$ cat src/sv/gwwa_pkg.sv
// Shared types and constants for the geometric weighted window average.
// Used by the history cells, the divider and the top level.
package gwwa_pkg;

	localparam int unsigned HistDepth = 16;
	localparam int unsigned SlotW     = $clog2(HistDepth);
	localparam int unsigned FillW     = $clog2(HistDepth + 1);
	localparam int unsigned PosW      = 24;
	localparam int unsigned WgtW      = 17;
	localparam int unsigned ProdW     = PosW + WgtW + 1;
	localparam int unsigned WsumW     = WgtW + SlotW;
	localparam int unsigned SumW      = ProdW + SlotW - 1;
	localparam int unsigned MagW      = SumW - 1;
	localparam logic [WgtW-1:0] OneQ16 = WgtW'(65536);

	localparam logic [1:0] RegHistorySize   = 2'd0;
	localparam logic [1:0] RegAverageFactor = 2'd1;
	localparam logic [1:0] RegJointWeight   = 2'd2;

	localparam logic CmdSample = 1'b0;
	localparam logic CmdClear  = 1'b1;

	typedef struct packed {
		logic signed [PosW-1:0] x;
		logic signed [PosW-1:0] y;
		logic signed [PosW-1:0] z;
	} pos_t;

	typedef struct packed {
		logic push;
		logic rot;
	} cell_ctrl_t;

	typedef enum logic [4:0] {
		S_IDLE = 5'b00001,
		S_ACC  = 5'b00010,
		S_SUM  = 5'b00100,
		S_DIV  = 5'b01000,
		S_OUT  = 5'b10000
	} state_t;

endpackage

$ cat src/sv/gwwa_cell.sv
// One history cell: holds one x,y,z sample of the window.
// Depends on gwwa_pkg; shifts in on a push, rotates towards the head on a walk.
module gwwa_cell import gwwa_pkg::*; (
	input  logic       clk,
	input  cell_ctrl_t ctrl,
	input  pos_t       shift_in,
	input  pos_t       rot_in,
	output pos_t       pos
);

	pos_t pos_q;

	always_ff @(posedge clk) begin
		if (ctrl.push) begin
			pos_q <= shift_in;
		end else if (ctrl.rot) begin
			pos_q <= rot_in;
		end
	end

	assign pos = pos_q;

endmodule

$ cat config.mk
export PLATFORM = sky130hd
export DESIGN_NAME = gwwa_cell
export DESIGN_NICKNAME = d
export VERILOG_FILES = /design/src/sv/gwwa_pkg.sv /design/src/sv/gwwa_cell.sv
export SDC_FILE = /design/constraint.sdc
export NUM_CORES = 1
export LEC_CHECK = 0
export ABC_AREA = 1
export BUFFER_PORTS_ARGS = -buffer_cell sky130_fd_sc_hd__buf_2
export CORE_ASPECT_RATIO = 0.7
export CORE_MARGIN = 4
export CORE_UTILIZATION = 31
export DETAILED_ROUTE_END_ITERATION = 6
export PLACE_DENSITY = 0.68
export SLEW_MARGIN = 20
export SYNTH_ARGS = -nofsm -noshare
export SYNTH_HDL_FRONTEND = slang
export SYNTH_SLANG_ARGS = --single-unit
export TNS_END_PERCENT = 1
$ cat constraint.sdc
create_clock -name clk -period 4.25 [get_ports clk]
set_input_delay 0.6375 -clock clk [delete_from_list [all_inputs] [get_ports clk]]
set_output_delay 0.6375 -clock clk [all_outputs]
set_load 0.01 [all_outputs]
==> Yosys cells after proc, flatten, opt, wreduce, memory -nomap -nowiden <==
Index checks and enable logic that the tools add are counted.
{ "totals": {"register_bits": 72, "in_bits": 147, "output_inout_bits": 72} }
{ "op_classes": {"muxes": 2, "n_reduce_logical": 1} }
{ "ops": {"columns": ["op", "n"], "rows": [
  ["$mux W72", 2],
  ["$reduce_bool A2 Y1", 1]
]} }

==> Longest topological paths before layout <==
{ "logic_depth": {"ltp_word": 2, "ltp_mapped": 4, "depth_no_buf": 3} }

==> Least setup slack after synthesis <==
Ideal clock, no wire load.
{ "synth_timing": {"path_type": "in2reg", "startpoint": "in ctrl[1] (netlist name)", "endpoint": "reg pos_q (netlist bit pos[0]) (enable)", "t_arrival_ps": 1721, "t_required_ps": 3851, "slack_ps": 2130, "stages": 2, "path_buffers": 1, "path_cell_list": "clkbuf_8 -> or2_2"} }
{ "synth_between": {"elab_chain_len": 1} }
{ "synth_rtl": {"columns": ["element", "line", "text"], "rows": [
  ["start, declared", "gwwa_cell.sv:5", "input cell_ctrl_t ctrl,"],
  ["$reduce_bool A2 Y1 (no source line)", null, null],
  ["end signal, assigned", "gwwa_cell.sv:15", "pos_q <= shift_in;"],
  ["end signal, assigned", "gwwa_cell.sv:17", "pos_q <= rot_in;"],
  ["end, declared", "gwwa_cell.sv:11", "pos_t pos_q;"]
]} }
Every way passes these cells.
A chain may end at the register's enable or synchronous reset.

==> Final worst setup path <==
{ "layout_timing": {"startpoint": "in ctrl[1] (netlist name)", "endpoint": "reg pos_q (netlist bit pos[51]) (data pin)"} }
{ "layout_between": {"elab_chain_len": 1} }
{ "layout_rtl": {"columns": ["element", "line", "text"], "rows": [
  ["$mux W72", "gwwa_cell.sv:14", "if (ctrl.push) begin"]
]} }
Every way passes these cells.

==> impl_metrics.py <==
metrics = {
    "run_status": {
        "outcome": "finished clean",
    },
    "clock_network": {
        "cts_setup_buffers": 0,
        "h-tree-depth": 3,
        "cts_buffers": 9,
        "cts_hold_buf": 0,
        "cts_root_buffer": "clkbuf_16",
        "clock_sinks": 72,
        "cts_tree": "built",
        "postCtsResizedCells": 0,
        "cts.clk_slew.worst_paths_ns": 0.06,
        "cts.path.max_buffers": 2,
    },
    "pwr": {
        "peakVddDrop_mv": 0.224,
        "p_total_uw": 1900,
        "p_leak_uw": 0.00240,
        "p_per_area_nw_per_um2": 419,
    },
    "timing": {
        "setup_viol": 0,
        "fin_crit_ns": 2.08,
        "grt_setup_unrepaired": "no",
        "setup_slack_ns": 2.17,
        "finalCritPeriodShare_pct": 49.1,
        "hold_violations": 0,
        "slew_violations": 0,
        "max_slew.worst_pin.slew_ns": 1.00,
        "fmax_ghz": 0.480,
        "tns_ns": 0,
        "slew_headroom_pct": 33.3,
    },
    "cells_and_area": {
        "diodes": 0,
        "multi_input_area_um2": 820,
        "final_util_pct": 46.5,
        "areaGrowthSynthToFinish_pct": 45.2,
        "fillers": 967,
        "largest_reg_flops": 72,
        "drive_gt1_share_pct": 45.1,
        "register_area_um2": 2160,
        "layout.nets": 667,
        "instances_no_fill": 653,
    },
    "detailed_routing": {
        "drc": 0,
        "wl_per_cell_um": 12.9,
        "postRouteAntennaNets": 0,
        "firstDrtPassIters": 4,
        "routed_wl_um": 8440,
        "vias": 2777,
        "drt_iter0_drc": 63,
        "vias_per_cell": 4.25,
    },
    "synthesis": {
        "ys_warn_count": 0,
        "synthXorXnorAreaFrac_pct": 0,
        "synth_top_family_by_area": "simple AND/OR/NAND/NOR gates",
        "synth_simple_gate_area_share_pct": 26.1,
        "synthAdderAreaFrac_pct": 0,
        "synthMuxAreaShare_pct": 0,
        "synth-seq-cells": 72,
        "synth_compound_area_share_pct": 0,
        "synth.net_count": 452,
        "synth_cell_types": 6,
        "syn_area_um2": 3130,
        "postSynthAreaPerCell_um2": 10.3,
        "synth-seq-area-share_pct": 69.1,
        "postSynthCellCount": 305,
    },
    "worst_hold_path": {
        "whs_path_depth": 3,
        "hold_class": "in2reg",
        "min_from": "rot_in[10]",
    },
    "critical_path": {
        "required_ns": 4.32,
        "path_common_cell": "nand2_1",
        "cpPeakStageDelay_ns": 0.81,
        "critPathCaptureType": "register",
        "critPathMaxFanout": 72,
        "worstSetupStartpointType": "input pin",
        "arrival_ns": 2.16,
        "crit_type": "in2reg",
        "crit_path_top_delay_cell": "clkinv_2",
        "startpoint": "ctrl[1]",
        "worstPathCellList": "buf_2 -> clkinv_2 -> nand2_1 -> nand2_1",
    },
    "floorplanning": {
        "die_area_um2": 11800,
        "initial_core_util_pct": 32.1,
        "core-area_um2": 9760,
        "pin_count": 219,
        "chipWidth_um": 128,
        "rows": 30,
        "die_y_um": 92.0,
    },
    "job": {
        "drv_cap": 0,
    },
    "grt": {
        "grtUsageTotal_pct": 13.9,
        "grt_max_degree": 73,
        "grt_pass1_vias": 2746,
        "grt_pass1_wl_um": 12900,
        "grt_overflow": 0,
        "antenna_found_initial": 0,
    },
    "placed_design": {
        "routabilityCongestion": 0.786,
        "placedCellCount": 637,
        "port_buffers": 218,
        "dp_hpwl_um": 6270,
        "dpl_worst_slack_ns": 1.99,
    },
}
-- final cells by class --
class	instances	area share (%)
clock buffer	9	4.96
clock inverter	7	1.54
inverter	1	0.110
multi-input combinational	217	18.0
sequential	72	47.6
tap	128	3.53
timing repair buffer	219	24.2
-- path summary, 6_finish.rpt --
check                  to
hold / removal    pos[10]
setup / recovery  pos[51]
-- cell usage after synthesis (all sizes together) --
library cell	number	area (um^2)
edfxtp	72	2160
clkbuf	8	110
or2	1	6.26
buf	7	35.0
inv	1	3.75
nand2	216	811
-- cell families (layout without fill, tap and decap cells) --
| family | count (synthesis) | count (layout) |
|---|---|---|
| buf+inv | 16 | 236 |
| flops | 72 | 72 |
| simple gates | 217 | 217 |
-- metrics by stage --
| step | area, um^2 | hold WS, ns |
|---|---|---|
| global placement | 4240 | 0.902 |
| finish | 4540 | 0.572 |
| CTS | 4540 | 0.560 |
| floorplan | 3130 | 0.816 |
| detailed placement | 4240 | 0.907 |
| global route | 4540 | 0.573 |
-- layout by cell type, fill, tap and decap left out --
master	netlist	final
inv_6	0	1
bufinv_16	0	1
clkinv_4	0	1
clkinvlp_4	0	1
or2_4	0	1
edfxtp_1	72	72
buf_2	7	218
clkbuf_16	0	9
clkinv_2	0	4
nand2_1	216	216
buf_4	0	1
-- per-layer routing --
layer | up-vias | GRT usage (%) | wire length [um]
li1 | 1406 | - | -
met1 | 1232 | 16.0 | 3320
met2 | 132 | 23.9 | 4060
met3 | 7 | 5.76 | 958
met4 | 0 | 3.98 | 89
met5 | - | 0 | 0
-- power breakdown --
group / internal [uW] / switching [uW] / leakage [uW] / total [uW]
clock network: 454 / 281 / 0.000146 / 734
registers: 873 / 20.0 / 0.000742 / 893
logic: 122 / 154 / 0.00151 / 276
total: 1450 / 455 / 0.00240 / 1900
-- worst max-delay path, delay by kind of cell --
family / cells / cell delay (ns)
buf+inv: 2 / 1.11
simple gates: 2 / 0.37
Power figures use the tool's default switching activity.
