**config.mk**
```make
export PLATFORM = sky130hd
export DESIGN_NAME = gwwa_div
export DESIGN_NICKNAME = d
export VERILOG_FILES = /design/src/sv/gwwa_pkg.sv /design/src/sv/gwwa_div.sv
export SDC_FILE = /design/constraint.sdc
export NUM_CORES = 1
export LEC_CHECK = 0
export BUFFER_PORTS_ARGS = -buffer_cell sky130_fd_sc_hd__buf_2
export CORE_UTILIZATION = 50
export CTS_CLUSTER_SIZE = 14
export DETAILED_ROUTE_END_ITERATION = 6
export GPL_TIMING_DRIVEN = 0
export PLACE_DENSITY = 0.74
export SLEW_MARGIN = 40
export SYNTH_ARGS = -nofsm -noshare
export SYNTH_HDL_FRONTEND = slang
export SYNTH_SLANG_ARGS = --single-unit
```
**constraint.sdc**
```tcl
create_clock -name clk -period 4.25 [get_ports clk]
set_input_delay 0.2125 -clock clk [delete_from_list [all_inputs] [get_ports clk]]
set_output_delay 0.2125 -clock clk [all_outputs]
set_load 0.02 [all_outputs]
```
**src/sv/gwwa_pkg.sv**
```systemverilog
// Shared types and constants for the geometric weighted window average.
// Used by the history cells, the divider and the top level.
package gwwa_pkg;

	localparam int unsigned HistDepth = 16;
	localparam int unsigned SlotW     = $clog2(HistDepth);
	localparam int unsigned FillW     = $clog2(HistDepth + 1);
	localparam int unsigned PosW      = 24;
	localparam int unsigned WgtW      = 17;
	localparam int unsigned ProdW     = PosW + WgtW + 1;
	localparam int unsigned WsumW     = WgtW + SlotW;
	localparam int unsigned SumW      = ProdW + SlotW - 1;
	localparam int unsigned MagW      = SumW - 1;
	localparam logic [WgtW-1:0] OneQ16 = WgtW'(65536);

	localparam logic [1:0] RegHistorySize   = 2'd0;
	localparam logic [1:0] RegAverageFactor = 2'd1;
	localparam logic [1:0] RegJointWeight   = 2'd2;

	localparam logic CmdSample = 1'b0;
	localparam logic CmdClear  = 1'b1;

	typedef struct packed {
		logic signed [PosW-1:0] x;
		logic signed [PosW-1:0] y;
		logic signed [PosW-1:0] z;
	} pos_t;

	typedef struct packed {
		logic push;
		logic rot;
	} cell_ctrl_t;

	typedef enum logic [4:0] {
		S_IDLE = 5'b00001,
		S_ACC  = 5'b00010,
		S_SUM  = 5'b00100,
		S_DIV  = 5'b01000,
		S_OUT  = 5'b10000
	} state_t;

endpackage

```
**src/sv/gwwa_div.sv**
```systemverilog
// Restoring divider for one axis, one quotient bit a cycle, signed and saturated.
// Depends on gwwa_pkg; the quotient magnitude never exceeds 2^23.
module gwwa_div import gwwa_pkg::*; (
	input  logic                    clk,
	input  logic                    arst_n,
	input  logic                    start,
	input  logic signed [SumW-1:0]  num,
	input  logic        [WsumW-1:0] den,
	output logic                    done,
	output logic signed [PosW-1:0]  quot
);

	localparam int unsigned CntW = $clog2(PosW);

	logic [MagW-1:0] rem_q;
	logic [MagW-1:0] dvs_q;
	logic [PosW-1:0] mag_q;
	logic [CntW-1:0] cnt_q;
	logic            busy_q;
	logic            neg_q;
	logic            done_q;
	logic signed [PosW-1:0] quot_q;
	logic [SumW-1:0] num_abs;
	logic            fits;

	assign num_abs = num[SumW-1] ? SumW'(-num) : SumW'(num);
	assign fits    = rem_q >= dvs_q;

	always_ff @(posedge clk or negedge arst_n) begin
		if (!arst_n) begin
			busy_q <= 1'b0;
			done_q <= 1'b0;
			cnt_q  <= '0;
		end else begin
			done_q <= 1'b0;
			if (start) begin
				busy_q <= 1'b1;
				cnt_q  <= '0;
			end else if (busy_q) begin
				if (cnt_q == CntW'(PosW - 1)) begin
					busy_q <= 1'b0;
					done_q <= 1'b1;
				end
				cnt_q <= cnt_q + 1'b1;
			end
		end
	end

	always_ff @(posedge clk) begin
		if (start) begin
			neg_q <= num[SumW-1];
			rem_q <= num_abs[MagW-1:0];
			dvs_q <= MagW'(den) << (PosW - 1);
			mag_q <= '0;
		end else if (busy_q) begin
			if (fits) begin
				rem_q <= rem_q - dvs_q;
			end
			mag_q <= {mag_q[PosW-2:0], fits};
			dvs_q <= dvs_q >> 1;
			if (cnt_q == CntW'(PosW - 1)) begin
				if (neg_q) begin
					quot_q <= PosW'(-{mag_q[PosW-2:0], fits});
				end else if (mag_q[PosW-2]) begin
					// magnitude reached 2^23: clamp to the largest positive value
					quot_q <= {1'b0, {(PosW-1){1'b1}}};
				end else begin
					quot_q <= {mag_q[PosW-2:0], fits};
				end
			end
		end
	end

	assign done = done_q;
	assign quot = quot_q;

endmodule

```
# Yosys cells after proc, flatten, opt, wreduce, memory -nomap -nowiden
# Index checks and enable logic that the tools add are counted.
# word_totals
register_bits	143
in_bits	69
output_inout_bits	25
elab_cells	36
# classes
addsub	4
magnitude_cmp	1
n_eq_ne	1
mux	16
bitwise	1
reduce_logical	4
# op_table
operator	count
44-bit two-way mux	6
44-bit >= comparator	1
44-bit negation	1
44-bit subtractor	1
24-bit two-way mux	1
24-bit negation	1
23-bit two-way mux	1
5-bit two-way mux	2
1-bit two-way mux	6
5-bit by 1-bit adder with 5-bit output, second input constant	1
5-bit == test, second input constant	1
2-bit nonzero test	2
3-bit AND reduction	1
2-bit AND reduction	1
1-bit NOT	1

# Logic depth before layout (Yosys ltp)
# logic_depth
ltp_word	4
mapped_depth	20
mapped_depth_nobuf	19

# Worst setup path before layout
# OpenSTA, ideal clock, no wires.
# synth_path
kind	reg-to-reg
startpoint	reg rem_q[0]
endpoint	reg quot_q[14], in the netlist quot[14] (data pin)
setup_ns	0.159
t_arrival_ns	3.862
required_time_ns	4.091
setup_slack_ns	0.229
path_stages_with_launch	21
n_path_buf	1
period_less_slack_ns	4.021
cell_sequence	edfxtp_1 -> inv_1 -> ha_1 -> fa_1 -> nand2b_1 -> a21oi_1 -> o31ai_1 -> nand3_1 -> a21oi_1 -> o21bai_1 -> inv_1 -> clkbuf_1 -> ha_1 -> inv_1 -> or3_1 -> or3_1 -> nor3_1 -> nor2_1 -> a21oi_1 -> o21ai_0 -> a22oi_1
# synth_between
elab_chain_len	3
# synth_lines
item	line_no	rtl
start: declaration	gwwa_div.sv:15	logic [MagW-1:0] rem_q;
start signal: assignment	gwwa_div.sv:52	rem_q <= num_abs[MagW-1:0];
start signal: assignment	gwwa_div.sv:57	rem_q <= rem_q - dvs_q;
44-bit >= comparator	gwwa_div.sv:27	assign fits = rem_q >= dvs_q;
24-bit negation	gwwa_div.sv:63	quot_q <= PosW'(-{mag_q[PosW-2:0], fits});
24-bit two-way mux	gwwa_div.sv:62	if (neg_q) begin
end signal: assignment	gwwa_div.sv:63	
end signal: assignment	gwwa_div.sv:66	quot_q <= {1'b0, {(PosW-1){1'b1}}};
end signal: assignment	gwwa_div.sv:68	quot_q <= {mag_q[PosW-2:0], fits};
end: declaration	gwwa_div.sv:22	logic signed [PosW-1:0] quot_q;
# Every way passes these cells.
# A chain may end at the register's enable or synchronous reset.

# Worst setup path in the final report
# layout_path
startpoint	reg dvs_q[23]
endpoint	reg quot_q[12], in the netlist quot[12] (data pin)
# layout_between
elab_chain_len	3
# layout_lines
item	line_no	rtl
start: declaration	gwwa_div.sv:16	logic [MagW-1:0] dvs_q;
start signal: assignment	gwwa_div.sv:53	dvs_q <= MagW'(den) << (PosW - 1);
start signal: assignment	gwwa_div.sv:60	dvs_q <= dvs_q >> 1;
44-bit >= comparator	gwwa_div.sv:27	
24-bit negation	gwwa_div.sv:63	
24-bit two-way mux	gwwa_div.sv:62	
# Every way passes these cells.

==> metrics.yaml <==
final_layout:
  final_nets: 1325
  final_cell_mix: "109 x nand2_1, 107 x nor2_1, 96 x buf_2"
  layout-area-overhead-vs-synth_pct: 15.8
  final_layout_size_suffix_gt1_frac: 0.130
  final_common_cell: "nand2_1"
  utilization: 0.596
  n_antenna_cell: 0
  layout.cells.non_filler: 1481
  finish.instance_area_um2: 11300
setup_path:
  cpMaxStageDelayCell: "edfxtp_1"
  slowest_delay_ns: 0.40
  crit_path_start_kind: "flop"
  crit_required_ns: 4.52
  crit_family: "compound AO/OA/AOI/OAI gates"
  path_max_fanout: 8
  path_cells: "inv_1, ha_1, clkbuf_1, a21oi_2, o21ai_1, o21ba_2, o2111ai_1, a21oi_1, o21bai_2, inv_2, ha_1, inv_1, or3_1, or3_4, nor3_1, nor2_1, a21oi_2, buf_4, mux2i_1"
  end_kind: "flop"
  crit_type: "flop to flop"
  path_buf_inv: 5
  crit_arrival_ns: 4.27
logic_synthesis:
  synth_top_family_by_area: "compound AO/OA/AOI/OAI gates"
  synthMuxAreaShare: 0.0567
  yosysWarnings: 0
  ys_ff_latch: 143
  ys_seq_area_frac: 0.391
  synth_area_leaders: "edfxtp_1 28%, dfxtp_1 9.5%, ha_1 6.0%, mux2i_1 5.6%, xnor2_1 4.3%"
  synth_fa_ha_area_frac: 0.0625
  syn_avg_cell_area_um2: 8.92
  synth_area_um2: 9730
  synth_fp_nets: 1207
  synth-compound-area-share: 0.203
  synth_area_leader_cell: "edfxtp_1"
  synth_xor_area_frac: 0.0666
  ys.flop_type: "edfxtp_1"
  synth-edff-count: 90
  ys_types: 68
  synthArstFlopShare: 0.0490
  netlist_instances: 1090
  yosys.area_share.simple: 0.170
  yosysTopAreaCellShare: 0.278
pwr:
  powerDensity_nw_per_um2: 608
  p_leak_nw: 4.79
  max-vdd-ir-drop_uv: 391
floorplanning:
  num_rows: 50
  ios: 94
  core_um2: 18900
  initial_core_util: 0.515
  die-height_um: 141
  die_w_um: 141
  dieArea_um2: 20000
hold_path:
  hold_class: "input port to flop"
sta:
  fin_crit_ns: 4.00
  finalCritPeriodShare: 0.940
  skew_ns: 0.0128
  finalSetupViolCount: 0
  maxSlewHeadroom: 0.456
  fmax_ghz: 0.250
  slew_viol_final: 0
  worst_hold_slack_ns: 0.0567
  hold_violations: 0
  setup_tns_ns: 0
  worst_pin_slew_ns: 0.815
detailed_routing:
  ant_nets: 0
  vias_per_cell: 5.77
  drc: 0
  vias: 8539
  initialDrtViolationCount: 527
  drt_pass1_iterations: 5
  routed_wl_um: 24500
  wl_per_cell_um: 16.5
clocking:
  cts_tree: "built"
  clk_path_buf_depth: 2
  clock_latency_ns: 0.44
  cts.clk_slew.worst_paths_ns: 0.06
  clockRootBuffer: "clkbuf_16"
  cts_buffers: 17
  htreeDepth: 4
  clock-sinks: 143
placement:
  post_dp_cell_area_um2: 10600
  place.gp.congestion: 0.948
  dp.cells: 1446
  dp_hpwl_um: 18400
  portBuffers: 93
grt:
  grt_max_degree: 35
  grt_pass1_vias: 7882
  grt_usage: 0.251
  grt_pass1_wl_um: 39700
  overflow: 0
  antenna_found_initial: 0
outcome:
  outcome: "finished clean"
flow_run:
  drv_cap: 0
-- cell type report --
type / instances / area (µm²)
flip-flops and latches: 143 / 3800
repair buffers: 101 / 543
fillers: 1706 / 7630
multi-input cells: 818 / 5490
plain buffers: 62 / 239
clock inverters: 13 / 194
well taps: 260 / 325
clock buffers: 19 / 433
inverters: 65 / 244
-- per-layer routing --
layer,vias up,part of all wire,GRT usage
met5,-,0,0
met4,0,0.019,0.0843
met3,42,0.058,0.0442
met2,301,0.46,0.405
met1,3994,0.47,0.340
li1,4202,-,-
-- state kept, by name, summed over array words and instances, names as in the netlist --
name and cells:
busy_q 1, cnt_q 5, done 1, dvs_q 44, mag_q 23, neg_q 1
quot 24, rem_q 44
-- kinds of logic (layout without fill, tap and decap cells) --
kind of cell | after synthesis | in the layout
AOI/OAI and AO/OA | 294 | 294
xor gates and xnor gates | 74 | 74
adders and majority gates | 48 | 48
buffers and inverters | 129 | 260
DFF | 143 | 143
muxes | 55 | 55
and+or+nand+nor | 347 | 347
-- worst paths after layout --
check	start	endpoint	slack (ns)	cells past startpoint
max	dvs_q[23]	quot[12]	0.25	19
min	den[14]	dvs_q[37]	0.06	3
max reg2reg	dvs_q[23]	quot[12]	0.25	19
min reg2reg	dvs_q[0]	dvs_q[0]	0.52	2
max in group asynchronous	arst_n	cnt_q[3]	3.95	2
min in group asynchronous	arst_n	cnt_q[0]	0.15	2
-- worst min-delay path, cell delays in order --
cell	delay (ns)
buf_2	0.08
nand2_1	0.04
o31ai_1	0.05
-- synthesized netlist by cell type, drive strengths merged, types with 29 or more instances --
library cell	number
inv	65
edfxtp	90
xnor2	48
mux2i	54
nand2	109
clkbuf	46
ha	47
a21o	29
nor2	107
a21oi	67
dfxtp	46
o31ai	42
o21ai	70
-- through the flow --
| step | worst slack, ns | total power, mW |
|---|---|---|
| 2_1_floorplan | 0.229 | 4.41 |
| 3_3_place_gp | -0.663 | 5.05 |
| 3_5_place_dp | -0.776 | 5.12 |
| 4_1_cts | 0.0158 | 6.75 |
| 5_1_grt | -0.0259 | 7.29 |
| 6_report | 0.253 | 6.84 |
-- timing repair --
action	in CTS	in global routing
buffers inserted	1	1
hold buffers	3	0
endpoints found under the hold margin	9	0
setup endpoints to repair	9	8
pin swaps	0	2
gates resized for setup	2	7
-- power by group --
| group | switching (mW) | internal [mW] | total [mW] |
|---|---|---|---|
| combinational | 1.97 | 1.30 | 3.26 |
| sequential | 0.0953 | 1.86 | 1.96 |
| clock | 0.588 | 1.03 | 1.62 |
Power figures use the tool's default switching activity.
